`src/rtl/core/md5_pkg.sv`:
```
package md5_pkg;

    // Initial chaining words, word 0 in the low bits.
    localparam logic [31:0] IV0 = 32'h67452301;
    localparam logic [31:0] IV1 = 32'hefcdab89;
    localparam logic [31:0] IV2 = 32'h98badcfe;
    localparam logic [31:0] IV3 = 32'h10325476;
    localparam logic [3:0][31:0] MD5_IV = {IV3, IV2, IV1, IV0};

    // Block geometry and padding codes.
    localparam int          BLOCK_WORDS = 16;
    localparam int          WIDX_W      = $clog2(BLOCK_WORDS);
    localparam logic [WIDX_W-1:0] LEN_LO_IDX = WIDX_W'(BLOCK_WORDS - 2);
    localparam logic [WIDX_W-1:0] LEN_HI_IDX = WIDX_W'(BLOCK_WORDS - 1);
    localparam logic [7:0]  PAD_BYTE    = 8'h80;

    // Sequencer cycles of one compression pass.
    localparam logic [6:0]  CYC_PRE     = 7'd1;
    localparam logic [6:0]  CYC_FIRST   = 7'd2;
    localparam logic [6:0]  CYC_LAST    = 7'd65;
    localparam logic [6:0]  CYC_ADD     = 7'd66;

    // Additive constants of the 64 steps.
    localparam logic [31:0] ROUND_K [64] = '{
        32'hd76aa478, 32'he8c7b756, 32'h242070db, 32'hc1bdceee,
        32'hf57c0faf, 32'h4787c62a, 32'ha8304613, 32'hfd469501,
        32'h698098d8, 32'h8b44f7af, 32'hffff5bb1, 32'h895cd7be,
        32'h6b901122, 32'hfd987193, 32'ha679438e, 32'h49b40821,
        32'hf61e2562, 32'hc040b340, 32'h265e5a51, 32'he9b6c7aa,
        32'hd62f105d, 32'h02441453, 32'hd8a1e681, 32'he7d3fbc8,
        32'h21e1cde6, 32'hc33707d6, 32'hf4d50d87, 32'h455a14ed,
        32'ha9e3e905, 32'hfcefa3f8, 32'h676f02d9, 32'h8d2a4c8a,
        32'hfffa3942, 32'h8771f681, 32'h6d9d6122, 32'hfde5380c,
        32'ha4beea44, 32'h4bdecfa9, 32'hf6bb4b60, 32'hbebfbc70,
        32'h289b7ec6, 32'heaa127fa, 32'hd4ef3085, 32'h04881d05,
        32'hd9d4d039, 32'he6db99e5, 32'h1fa27cf8, 32'hc4ac5665,
        32'hf4292244, 32'h432aff97, 32'hab9423a7, 32'hfc93a039,
        32'h655b59c3, 32'h8f0ccc92, 32'hffeff47d, 32'h85845dd1,
        32'h6fa87e4f, 32'hfe2ce6e0, 32'ha3014314, 32'h4e0811a1,
        32'hf7537e82, 32'hbd3af235, 32'h2ad7d2bb, 32'heb86d391
    };

    // Rotate amounts, indexed by quarter and step modulo four.
    localparam logic [4:0] ROT_AMT [16] = '{
        5'd7, 5'd12, 5'd17, 5'd22, 5'd5, 5'd9, 5'd14, 5'd20,
        5'd4, 5'd11, 5'd16, 5'd23, 5'd6, 5'd10, 5'd15, 5'd21
    };

    // Control from the sequencer to the compression unit.
    typedef struct packed {
        logic start;
        logic init;
    } comp_ctrl_t;

    // Status from the compression unit.
    typedef struct packed {
        logic busy;
        logic done;
    } comp_stat_t;

    // Message word used by a step.
    function automatic logic [3:0] msg_index(input logic [5:0] step);
        logic [3:0] j;
        logic [3:0] g;
        j = step[3:0];
        case (step[5:4])
            2'd0:    g = j;
            2'd1:    g = (j * 4'd5) + 4'd1;
            2'd2:    g = (j * 4'd3) + 4'd5;
            2'd3:    g = j * 4'd7;
            default: g = j;
        endcase
        return g;
    endfunction

    // Rotate amount of a step.
    function automatic logic [4:0] rot_amount(input logic [5:0] step);
        return ROT_AMT[{step[5:4], step[1:0]}];
    endfunction

    // Boolean function of a step.
    function automatic logic [31:0] step_func(input logic [5:0] step,
                                              input logic [31:0] b,
                                              input logic [31:0] c,
                                              input logic [31:0] d);
        logic [31:0] f;
        case (step[5:4])
            2'd0:    f = (b & c) | (~b & d);
            2'd1:    f = (b & d) | (c & ~d);
            2'd2:    f = b ^ c ^ d;
            2'd3:    f = c ^ (b | ~d);
            default: f = b ^ c ^ d;
        endcase
        return f;
    endfunction

    // Left rotate by a nonzero amount.
    function automatic logic [31:0] rotl32(input logic [31:0] v, input logic [4:0] s);
        logic [63:0] x;
        x = {v, v} << s;
        return x[63:32];
    endfunction

endpackage

```
`src/rtl/core/md5_hash_engine.sv`:
```
// Channel   Ports                                        Moves
// s_        s_data_word, s_valid_bytes, s_last_word      message word, byte count, last mark
// m_        m_digest_half, m_half_index, m_last_result   digest in two 64-bit halves
//
// A word that neither completes a block nor is the last keeps the input ready. The word
// that completes a block starts a compression that holds the input off (fetch and
// pre-add of the first word, 64 steps at one a cycle, the chaining add, the hand back).
// A last word then writes the padding words, runs one or two compressions and loads
// the digest into the output register; that load waits while the previous digest
// still occupies the register. Reset clears the control state and loads the initial
// vector; the block memory needs no clearing.
module md5_hash_engine (
    input  logic        aclk,
    input  logic        aresetn,
    input  logic        s_valid,
    output logic        s_ready,
    input  logic [31:0] s_data_word,
    input  logic [2:0]  s_valid_bytes,
    input  logic        s_last_word,
    output logic        m_valid,
    input  logic        m_ready,
    output logic [63:0] m_digest_half,
    output logic        m_half_index,
    output logic        m_last_result
);

    typedef enum logic [2:0] {
        ST_IDLE,
        ST_COMP,
        ST_PAD,
        ST_FILL,
        ST_DIGEST
    } state_t;

    typedef enum logic [1:0] {
        RET_IDLE,
        RET_PAD,
        RET_FILL,
        RET_DIGEST
    } ret_t;

    state_t      state_reg, state_next;
    ret_t        ret_reg, ret_next;
    logic [5:0]  fill_reg, fill_next;
    logic [31:0] partial_reg, partial_next;
    logic [63:0] msg_bytes_reg, msg_bytes_next;
    logic [3:0]  ptr_reg, ptr_next;
    logic        extra_reg, extra_next;

    logic [127:0] obuf_reg, obuf_next;
    logic         ovalid_reg, ovalid_next;
    logic         ohalf_reg, ohalf_next;

    logic                ram_we;
    logic [3:0]          ram_waddr;
    logic [31:0]         ram_wdata;
    logic [3:0]          ram_raddr;
    logic [31:0]         ram_rdata;
    md5_pkg::comp_ctrl_t comp_ctrl;
    md5_pkg::comp_stat_t comp_stat;
    logic [3:0][31:0]    chain;

    logic [2:0]  nbytes;
    logic [1:0]  lane;
    logic [3:0]  widx;
    logic [31:0] data_masked;
    logic [63:0] window;
    logic [3:0]  total;
    logic        word_done;
    logic [63:0] bit_len;
    logic        in_xfer;
    logic        out_xfer;

    md5_block_ram #(
        .ADDR_W (md5_pkg::WIDX_W),
        .DATA_W (32)
    ) u_ram (
        .aclk  (aclk),
        .we    (ram_we),
        .waddr (ram_waddr),
        .wdata (ram_wdata),
        .raddr (ram_raddr),
        .rdata (ram_rdata)
    );

    md5_compress u_comp (
        .aclk    (aclk),
        .aresetn (aresetn),
        .ctrl    (comp_ctrl),
        .rdata   (ram_rdata),
        .raddr   (ram_raddr),
        .stat    (comp_stat),
        .chain   (chain)
    );

    assign s_ready  = (state_reg == ST_IDLE);
    assign in_xfer  = s_valid && s_ready;
    assign out_xfer = ovalid_reg && m_ready;

    // Byte packing: new bytes land after those already held in the partial word.
    assign nbytes      = (s_valid_bytes > 3'd4) ? 3'd4 : s_valid_bytes;
    assign lane        = fill_reg[1:0];
    assign widx        = fill_reg[5:2];
    assign data_masked = s_data_word & {{8{nbytes > 3'd3}}, {8{nbytes > 3'd2}},
                                        {8{nbytes > 3'd1}}, {8{nbytes > 3'd0}}};
    assign window      = {32'd0, partial_reg} | ({32'd0, data_masked} << {lane, 3'b000});
    assign total       = {2'b00, lane} + {1'b0, nbytes};
    assign word_done   = (total >= 4'd4);
    assign bit_len     = msg_bytes_reg << 3;

    // Sequencer next state.
    always_comb begin
        state_next     = state_reg;
        ret_next       = ret_reg;
        fill_next      = fill_reg;
        partial_next   = partial_reg;
        msg_bytes_next = msg_bytes_reg;
        ptr_next       = ptr_reg;
        extra_next     = extra_reg;
        obuf_next      = obuf_reg;
        ovalid_next    = ovalid_reg;
        ohalf_next     = ohalf_reg;
        ram_we         = 1'b0;
        ram_waddr      = widx;
        ram_wdata      = window[31:0];
        comp_ctrl      = '0;

        // Output register drains one half per transfer.
        if (out_xfer) begin
            if (ohalf_reg) begin
                ovalid_next = 1'b0;
                ohalf_next  = 1'b0;
            end else begin
                ohalf_next = 1'b1;
            end
        end

        case (state_reg)
            ST_IDLE: begin
                if (in_xfer) begin
                    fill_next      = fill_reg + {3'b000, nbytes};
                    msg_bytes_next = msg_bytes_reg + {61'd0, nbytes};
                    if (word_done) begin
                        ram_we       = 1'b1;
                        partial_next = window[63:32];
                    end else begin
                        partial_next = window[31:0];
                    end
                    if (word_done && widx == md5_pkg::LEN_HI_IDX) begin
                        comp_ctrl.start = 1'b1;
                        ret_next        = s_last_word ? RET_PAD : RET_IDLE;
                        state_next      = ST_COMP;
                    end else if (s_last_word) begin
                        state_next = ST_PAD;
                    end
                end
            end
            ST_PAD: begin
                // Pad byte at the current position; the tail of the word is zero.
                ram_we     = 1'b1;
                ram_wdata  = partial_reg | ({24'd0, md5_pkg::PAD_BYTE} << {lane, 3'b000});
                extra_next = (widx >= md5_pkg::LEN_LO_IDX);
                if (widx == md5_pkg::LEN_HI_IDX) begin
                    comp_ctrl.start = 1'b1;
                    ret_next        = RET_FILL;
                    extra_next      = 1'b0;
                    ptr_next        = '0;
                    state_next      = ST_COMP;
                end else begin
                    ptr_next   = widx + 4'd1;
                    state_next = ST_FILL;
                end
            end
            ST_FILL: begin
                // Zero words, with the bit length in the last two of the final block.
                ram_we    = 1'b1;
                ram_waddr = ptr_reg;
                if (!extra_reg && ptr_reg == md5_pkg::LEN_LO_IDX) begin
                    ram_wdata = bit_len[31:0];
                end else if (!extra_reg && ptr_reg == md5_pkg::LEN_HI_IDX) begin
                    ram_wdata = bit_len[63:32];
                end else begin
                    ram_wdata = '0;
                end
                if (ptr_reg == md5_pkg::LEN_HI_IDX) begin
                    comp_ctrl.start = 1'b1;
                    ret_next        = extra_reg ? RET_FILL : RET_DIGEST;
                    extra_next      = 1'b0;
                    ptr_next        = '0;
                    state_next      = ST_COMP;
                end else begin
                    ptr_next = ptr_reg + 4'd1;
                end
            end
            ST_COMP: begin
                if (comp_stat.done) begin
                    case (ret_reg)
                        RET_IDLE:   state_next = ST_IDLE;
                        RET_PAD:    state_next = ST_PAD;
                        RET_FILL:   state_next = ST_FILL;
                        RET_DIGEST: state_next = ST_DIGEST;
                        default:    state_next = ST_IDLE;
                    endcase
                end
            end
            ST_DIGEST: begin
                // Hand the digest to the output register and restart the message.
                if (!ovalid_reg) begin
                    obuf_next      = chain;
                    ovalid_next    = 1'b1;
                    ohalf_next     = 1'b0;
                    comp_ctrl.init = 1'b1;
                    msg_bytes_next = '0;
                    partial_next   = '0;
                    fill_next      = '0;
                    state_next     = ST_IDLE;
                end
            end
            default: begin
                state_next = ST_IDLE;
            end
        endcase
    end

    // State and registered outputs.
    always_ff @(posedge aclk) begin
        if (!aresetn) begin
            state_reg     <= ST_IDLE;
            ret_reg       <= RET_IDLE;
            fill_reg      <= '0;
            partial_reg   <= '0;
            msg_bytes_reg <= '0;
            ptr_reg       <= '0;
            extra_reg     <= 1'b0;
            ovalid_reg    <= 1'b0;
            ohalf_reg     <= 1'b0;
        end else begin
            state_reg     <= state_next;
            ret_reg       <= ret_next;
            fill_reg      <= fill_next;
            partial_reg   <= partial_next;
            msg_bytes_reg <= msg_bytes_next;
            ptr_reg       <= ptr_next;
            extra_reg     <= extra_next;
            ovalid_reg    <= ovalid_next;
            ohalf_reg     <= ohalf_next;
        end
        obuf_reg <= obuf_next;
    end

    assign m_valid       = ovalid_reg;
    assign m_digest_half = ohalf_reg ? obuf_reg[127:64] : obuf_reg[63:0];
    assign m_half_index  = ohalf_reg;
    assign m_last_result = ohalf_reg;

endmodule

```
`src/rtl/core/md5_block_ram.sv`:
```
module md5_block_ram #(
    parameter int ADDR_W = 4,
    parameter int DATA_W = 32
) (
    input  logic              aclk,
    input  logic              we,
    input  logic [ADDR_W-1:0] waddr,
    input  logic [DATA_W-1:0] wdata,
    input  logic [ADDR_W-1:0] raddr,
    output logic [DATA_W-1:0] rdata
);

    logic [DATA_W-1:0] mem [2**ADDR_W];
    logic [DATA_W-1:0] rdata_reg;

    // One write port, one registered read port.
    always_ff @(posedge aclk) begin
        if (we) begin
            mem[waddr] <= wdata;
        end
        rdata_reg <= mem[raddr];
    end

    assign rdata = rdata_reg;

endmodule

```
`src/rtl/core/md5_compress.sv`:
```
module md5_compress (
    input  logic                  aclk,
    input  logic                  aresetn,
    input  md5_pkg::comp_ctrl_t   ctrl,
    input  logic [31:0]           rdata,
    output logic [3:0]            raddr,
    output md5_pkg::comp_stat_t   stat,
    output logic [3:0][31:0]      chain
);

    logic [6:0]       cyc_reg;
    logic             busy_reg;
    logic             done_reg;
    logic [31:0]      a_reg, b_reg, c_reg, d_reg;
    logic [31:0]      pre_reg;
    logic [3:0][31:0] chain_reg;

    logic [5:0]       step;
    logic [5:0]       step_nx;
    logic [31:0]      sum;
    logic [31:0]      t_new;

    // The read address runs ahead of the step in work by the RAM read register and the pre-add register.
    assign step    = 6'(cyc_reg - md5_pkg::CYC_FIRST);
    assign step_nx = step + 6'd1;
    assign raddr   = md5_pkg::msg_index(cyc_reg[5:0]);

    // One step: pre-added a + K + M, then function, rotate and add of b.
    assign sum   = pre_reg + md5_pkg::step_func(step, b_reg, c_reg, d_reg);
    assign t_new = b_reg + md5_pkg::rotl32(sum, md5_pkg::rot_amount(step));

    // Step sequencer and chaining words.
    always_ff @(posedge aclk) begin
        if (!aresetn) begin
            busy_reg  <= 1'b0;
            done_reg  <= 1'b0;
            cyc_reg   <= '0;
            chain_reg <= md5_pkg::MD5_IV;
        end else begin
            done_reg <= 1'b0;
            if (!busy_reg) begin
                if (ctrl.init) begin
                    chain_reg <= md5_pkg::MD5_IV;
                end
                if (ctrl.start) begin
                    busy_reg <= 1'b1;
                    cyc_reg  <= '0;
                    a_reg    <= chain_reg[0];
                    b_reg    <= chain_reg[1];
                    c_reg    <= chain_reg[2];
                    d_reg    <= chain_reg[3];
                end
            end else begin
                cyc_reg <= cyc_reg + 7'd1;
                if (cyc_reg == md5_pkg::CYC_PRE) begin
                    pre_reg <= a_reg + md5_pkg::ROUND_K[0] + rdata;
                end else if (cyc_reg >= md5_pkg::CYC_FIRST &&
                             cyc_reg <= md5_pkg::CYC_LAST) begin
                    // The next step's a is the present d.
                    pre_reg <= d_reg + md5_pkg::ROUND_K[step_nx] + rdata;
                    a_reg   <= d_reg;
                    b_reg   <= t_new;
                    c_reg   <= b_reg;
                    d_reg   <= c_reg;
                end else if (cyc_reg == md5_pkg::CYC_ADD) begin
                    chain_reg[0] <= chain_reg[0] + a_reg;
                    chain_reg[1] <= chain_reg[1] + b_reg;
                    chain_reg[2] <= chain_reg[2] + c_reg;
                    chain_reg[3] <= chain_reg[3] + d_reg;
                    busy_reg     <= 1'b0;
                    done_reg     <= 1'b1;
                end
            end
        end
    end

    assign stat.busy = busy_reg;
    assign stat.done = done_reg;
    assign chain     = chain_reg;

endmodule
```
`config.mk`:
```
export PLATFORM = sky130hd
export DESIGN_NAME = md5_hash_engine
export DESIGN_NICKNAME = d
export VERILOG_FILES = /design/src/rtl/core/md5_pkg.sv /design/src/rtl/core/md5_hash_engine.sv /design/src/rtl/core/md5_block_ram.sv /design/src/rtl/core/md5_compress.sv
export SDC_FILE = /design/constraint.sdc
export NUM_CORES = 2
export LEC_CHECK = 0
export ABC_AREA = 1
export BUFFER_PORTS_ARGS = -buffer_cell sky130_fd_sc_hd__buf_2
export CORE_ASPECT_RATIO = 1.4
export CORE_MARGIN = 10
export CORE_UTILIZATION = 35
export DETAILED_ROUTE_END_ITERATION = 16
export GPL_TIMING_DRIVEN = 0
export PLACE_DENSITY = 0.48
export RECOVER_POWER = 25
export SKIP_CTS_REPAIR_TIMING = 1
export SYNTH_ARGS = -nofsm -noshare
export SYNTH_HDL_FRONTEND = slang
export SYNTH_SLANG_ARGS = --single-unit
```
`constraint.sdc`:
```
create_clock -name aclk -period 9.3 [get_ports aclk]
set_clock_uncertainty 0.05 [all_clocks]
set_input_delay 0.465 -clock aclk [delete_from_list [all_inputs] [get_ports aclk]]
set_output_delay 0.465 -clock aclk [all_outputs]
set_load 0.01 [all_outputs]
```
==> flow_summary.yaml <==
run_status:
  status: "complete, but fails checks"
  violations: "capacitance limit, slew limit"
setup_path:
  cp_num_buf_inv: 8
  crit_path_start_kind: "flip-flop"
  worstPathMaxFanout: 12
  required_ns: 9.73
  crit_path_end_kind: "flip-flop"
  worst_path_max_delay_cell: "fa_1"
  arrival_ns: 9.39
  slowest_delay_ns: 0.67
  cp_top_family: "compound AO/OA/AOI/OAI gates"
  critical_path_class: "flip-flop to flip-flop"
  cp.depth: 31
  crit_top_cell: "nand2_1"
  worstRegToRegCells: 31
sta:
  relSlewSlack_pct: -31.03
  fin_crit_sh_pct: 96.35
  setup_viol: 0
  rsz0062_at_grt: "false"
  worst_slew_pin_slew_ns: 1.965
  layout_min_cycle_time_ns: 8.960
  slew_viol_final: 139
  hold_viol: 0
  fmax_mhz: 111.6
power:
  p_sw_w: 0.006449
  seqPwrFrac_pct: 38.7
  leakage_nw: 29.31
  ir_worst_vdd_v: 0.0001628
  p_int_w: 0.01047
  p_per_area_nw_per_um2: 226.8
  combPwrFrac_pct: 33.1
  p_sw_share_pct: 38.12
  p_clk_share_pct: 28.2
  finalPower_w: 0.01692
logic_synthesis:
  synth_fp_nets: 8438
  yosysSeqAreaShare_pct: 44.78
  synthArstFlopShare_pct: 0
  yosys.area.top_type_share_pct: 36.31
  ys_ff_latch: 1080
  avgSynthCellArea_um2: 8.240
  syn_area_um2: 66160
  yosysUniqueCellTypes: 75
  synth_edf_count: 800
  synth_ff_type: "edfxtp_1"
  yosys.area.top_type: "edfxtp_1"
  synthTopCellsByArea: "edfxtp_1, nand2_1, dfxtp_1, o21ai_0, ha_1"
  yosysWarnings: 0
  netlist_instances: 8029
placement:
  io_buffers: 107
  place_hpwl_um: 253700
  gp_congestion: 0.9942
floorplan:
  io_pins: 108
  rows: 188
  core_area_um2: 187700
  fp.dieH_um: 534.4
  dieWidth_um: 387.5
  die_area_um2: 207100
  initial_core_util_pct: 35.25
min_path:
  min_path_type: "input pin to flip-flop"
  holdPathStages: 3
cells_and_area:
  final_cell_mix: "nand2_1, o21ai_0, inv_1"
  drive_gt1_share_pct: 6.611
  syn_to_final_growth_pct: 12.75
  layout_commonest_cell: "nand2_1"
  final_util_pct: 39.74
  fin_nets: 8708
  largest_register_ffs: 512
clocking:
  cts_root_buffer: "clkbuf_16"
  cts_tree: "yes"
  cts_sinks: 1080
  clk_latency_ns: 0.78
  cts_max_level: 3
  clockBufferDepth: 3
  clkTransAtPathRegs_ns: 0.07
  cts_made_buffers: 111
global_routing:
  antenna_found_initial: 12
  use_met2_pct: 53.28
  grt_max_degree: 36
  met3_usage_pct: 3.015
  grt_pass1_wl_um: 444700
  grt-ovfl-total: 0
  grt_use_total_pct: 29.71
  grt_pass1_vias: 60450
  grt-busiest-layer: "met2"
  grtUsageMet1_pct: 32.23
route:
  vias: 61810
  routed_wirelength_um: 320900
  ant_nets: 0
  via_per_inst: 5.687
  dr.pass1.iters: 7
  drc: 0
  drtIter0Drc: 5650
  wl_per_cell_um: 29.52
flow_run:
  maxCapViolations: 5
cell usage after synthesis (64+ instances only):
cell type,count
inv_1,815
nand3_1,558
nor3_1,92
o21ai_0,871
xor2_1,88
o22ai_1,80
dfxtp_1,280
clkbuf_1,279
nand2_1,1558
o211ai_1,97
mux2_2,64
a21oi_1,617
nor2_1,722
ha_1,325
edfxtp_1,800
o221ai_1,137
or2_2,65
worst reg2reg max path: cells and delay by family, from the launching register on:
family,cells,cell delay [ns]
buffers and inverters,8,1.81
DFF,1,0.48
AOI/OAI and AO/OA,9,2.66
adders and majority gates,5,2.07
and+or+nand+nor,9,1.65
area by class of cell:
class,count,area [um^2]
Clock buffer,140,3020
Buffer,336,1355
Sequential cell,1080,29630
Clock inverter,69,799.5
Inverter,835,3143
Multi-Input combinational cell,5777,32240
Tap cell,2470,3090
Fill cell,19420,113100
Timing Repair Buffer,158,1310
Antenna cell,4,10.01
through the flow:
step | setup TNS (ns) | hold WS, ns | instances | instance area [um^2] | setup WS, ns
6_report | 0 | 0.04789 | 10870 | 74600 | 0.3397
5_1_grt | 0 | 0.07252 | 10870 | 74590 | 0.006830
4_1_cts | -24.74 | 0.01586 | 10860 | 74750 | -1.496
3_5_place_dp | -23.51 | 0.3966 | 10650 | 70930 | -1.480
3_3_place_gp | -542.30 | 0.3896 | 10610 | 69790 | -4.054
2_1_floorplan | 0 | 0.3723 | 8029 | 66160 | 0.8282
path summary, 6_finish.rpt:
kind / startpoint / end / slack, ns
worst max-delay path: u_comp.cyc_reg[1]$_SDFFE_PN0P_ / u_comp.pre_reg[27]$_DFFE_PP_ / 0.34
worst min-delay path: s_last_word / ret_reg[0]$_SDFFE_PN0P_ / 0.05
worst max register to register: u_comp.cyc_reg[1]$_SDFFE_PN0P_ / u_comp.pre_reg[27]$_DFFE_PP_ / 0.34
worst min register to register: msg_bytes_reg[36]$_SDFFE_PN0P_ / msg_bytes_reg[36]$_SDFFE_PN0P_ / 0.40
metal layers:
layer,vias up,part of all wire (%)
met3,754,5.0
met2,2453,49
met1,30000,36
li1,28600,-
met4,6,9.1
met5,-,0.012
kinds of logic (layout without fill, tap and decap cells):
kind of cell	after synthesis	in the layout	synth area share, %
XOR/XNOR	143	143	1.893
AND/OR/NAND/NOR	3149	3149	20.16
adder cells (fa/ha/maj)	369	369	7.477
buffers and inverters	1172	1538	6.778
other	0	4	0
multiplexers	65	65	1.104
flip-flops	1080	1080	44.78
AO/OA/AOI/OAI	2051	2051	17.80
power by group through the flow:
| stage | sequential, W | clock [W] | combinational [W] |
|---|---|---|---|
| after floorplan | 0.00640 | 0 | 0.00331 |
| after global placement | 0.00669 | 0 | 0.00537 |
| after detailed placement | 0.00663 | 0 | 0.00562 |
| after CTS | 0.00653 | 0.00484 | 0.00564 |
| after global routing | 0.00657 | 0.00501 | 0.00610 |
| final | 0.00655 | 0.00478 | 0.00559 |
(Power assumes the default switching activity.)
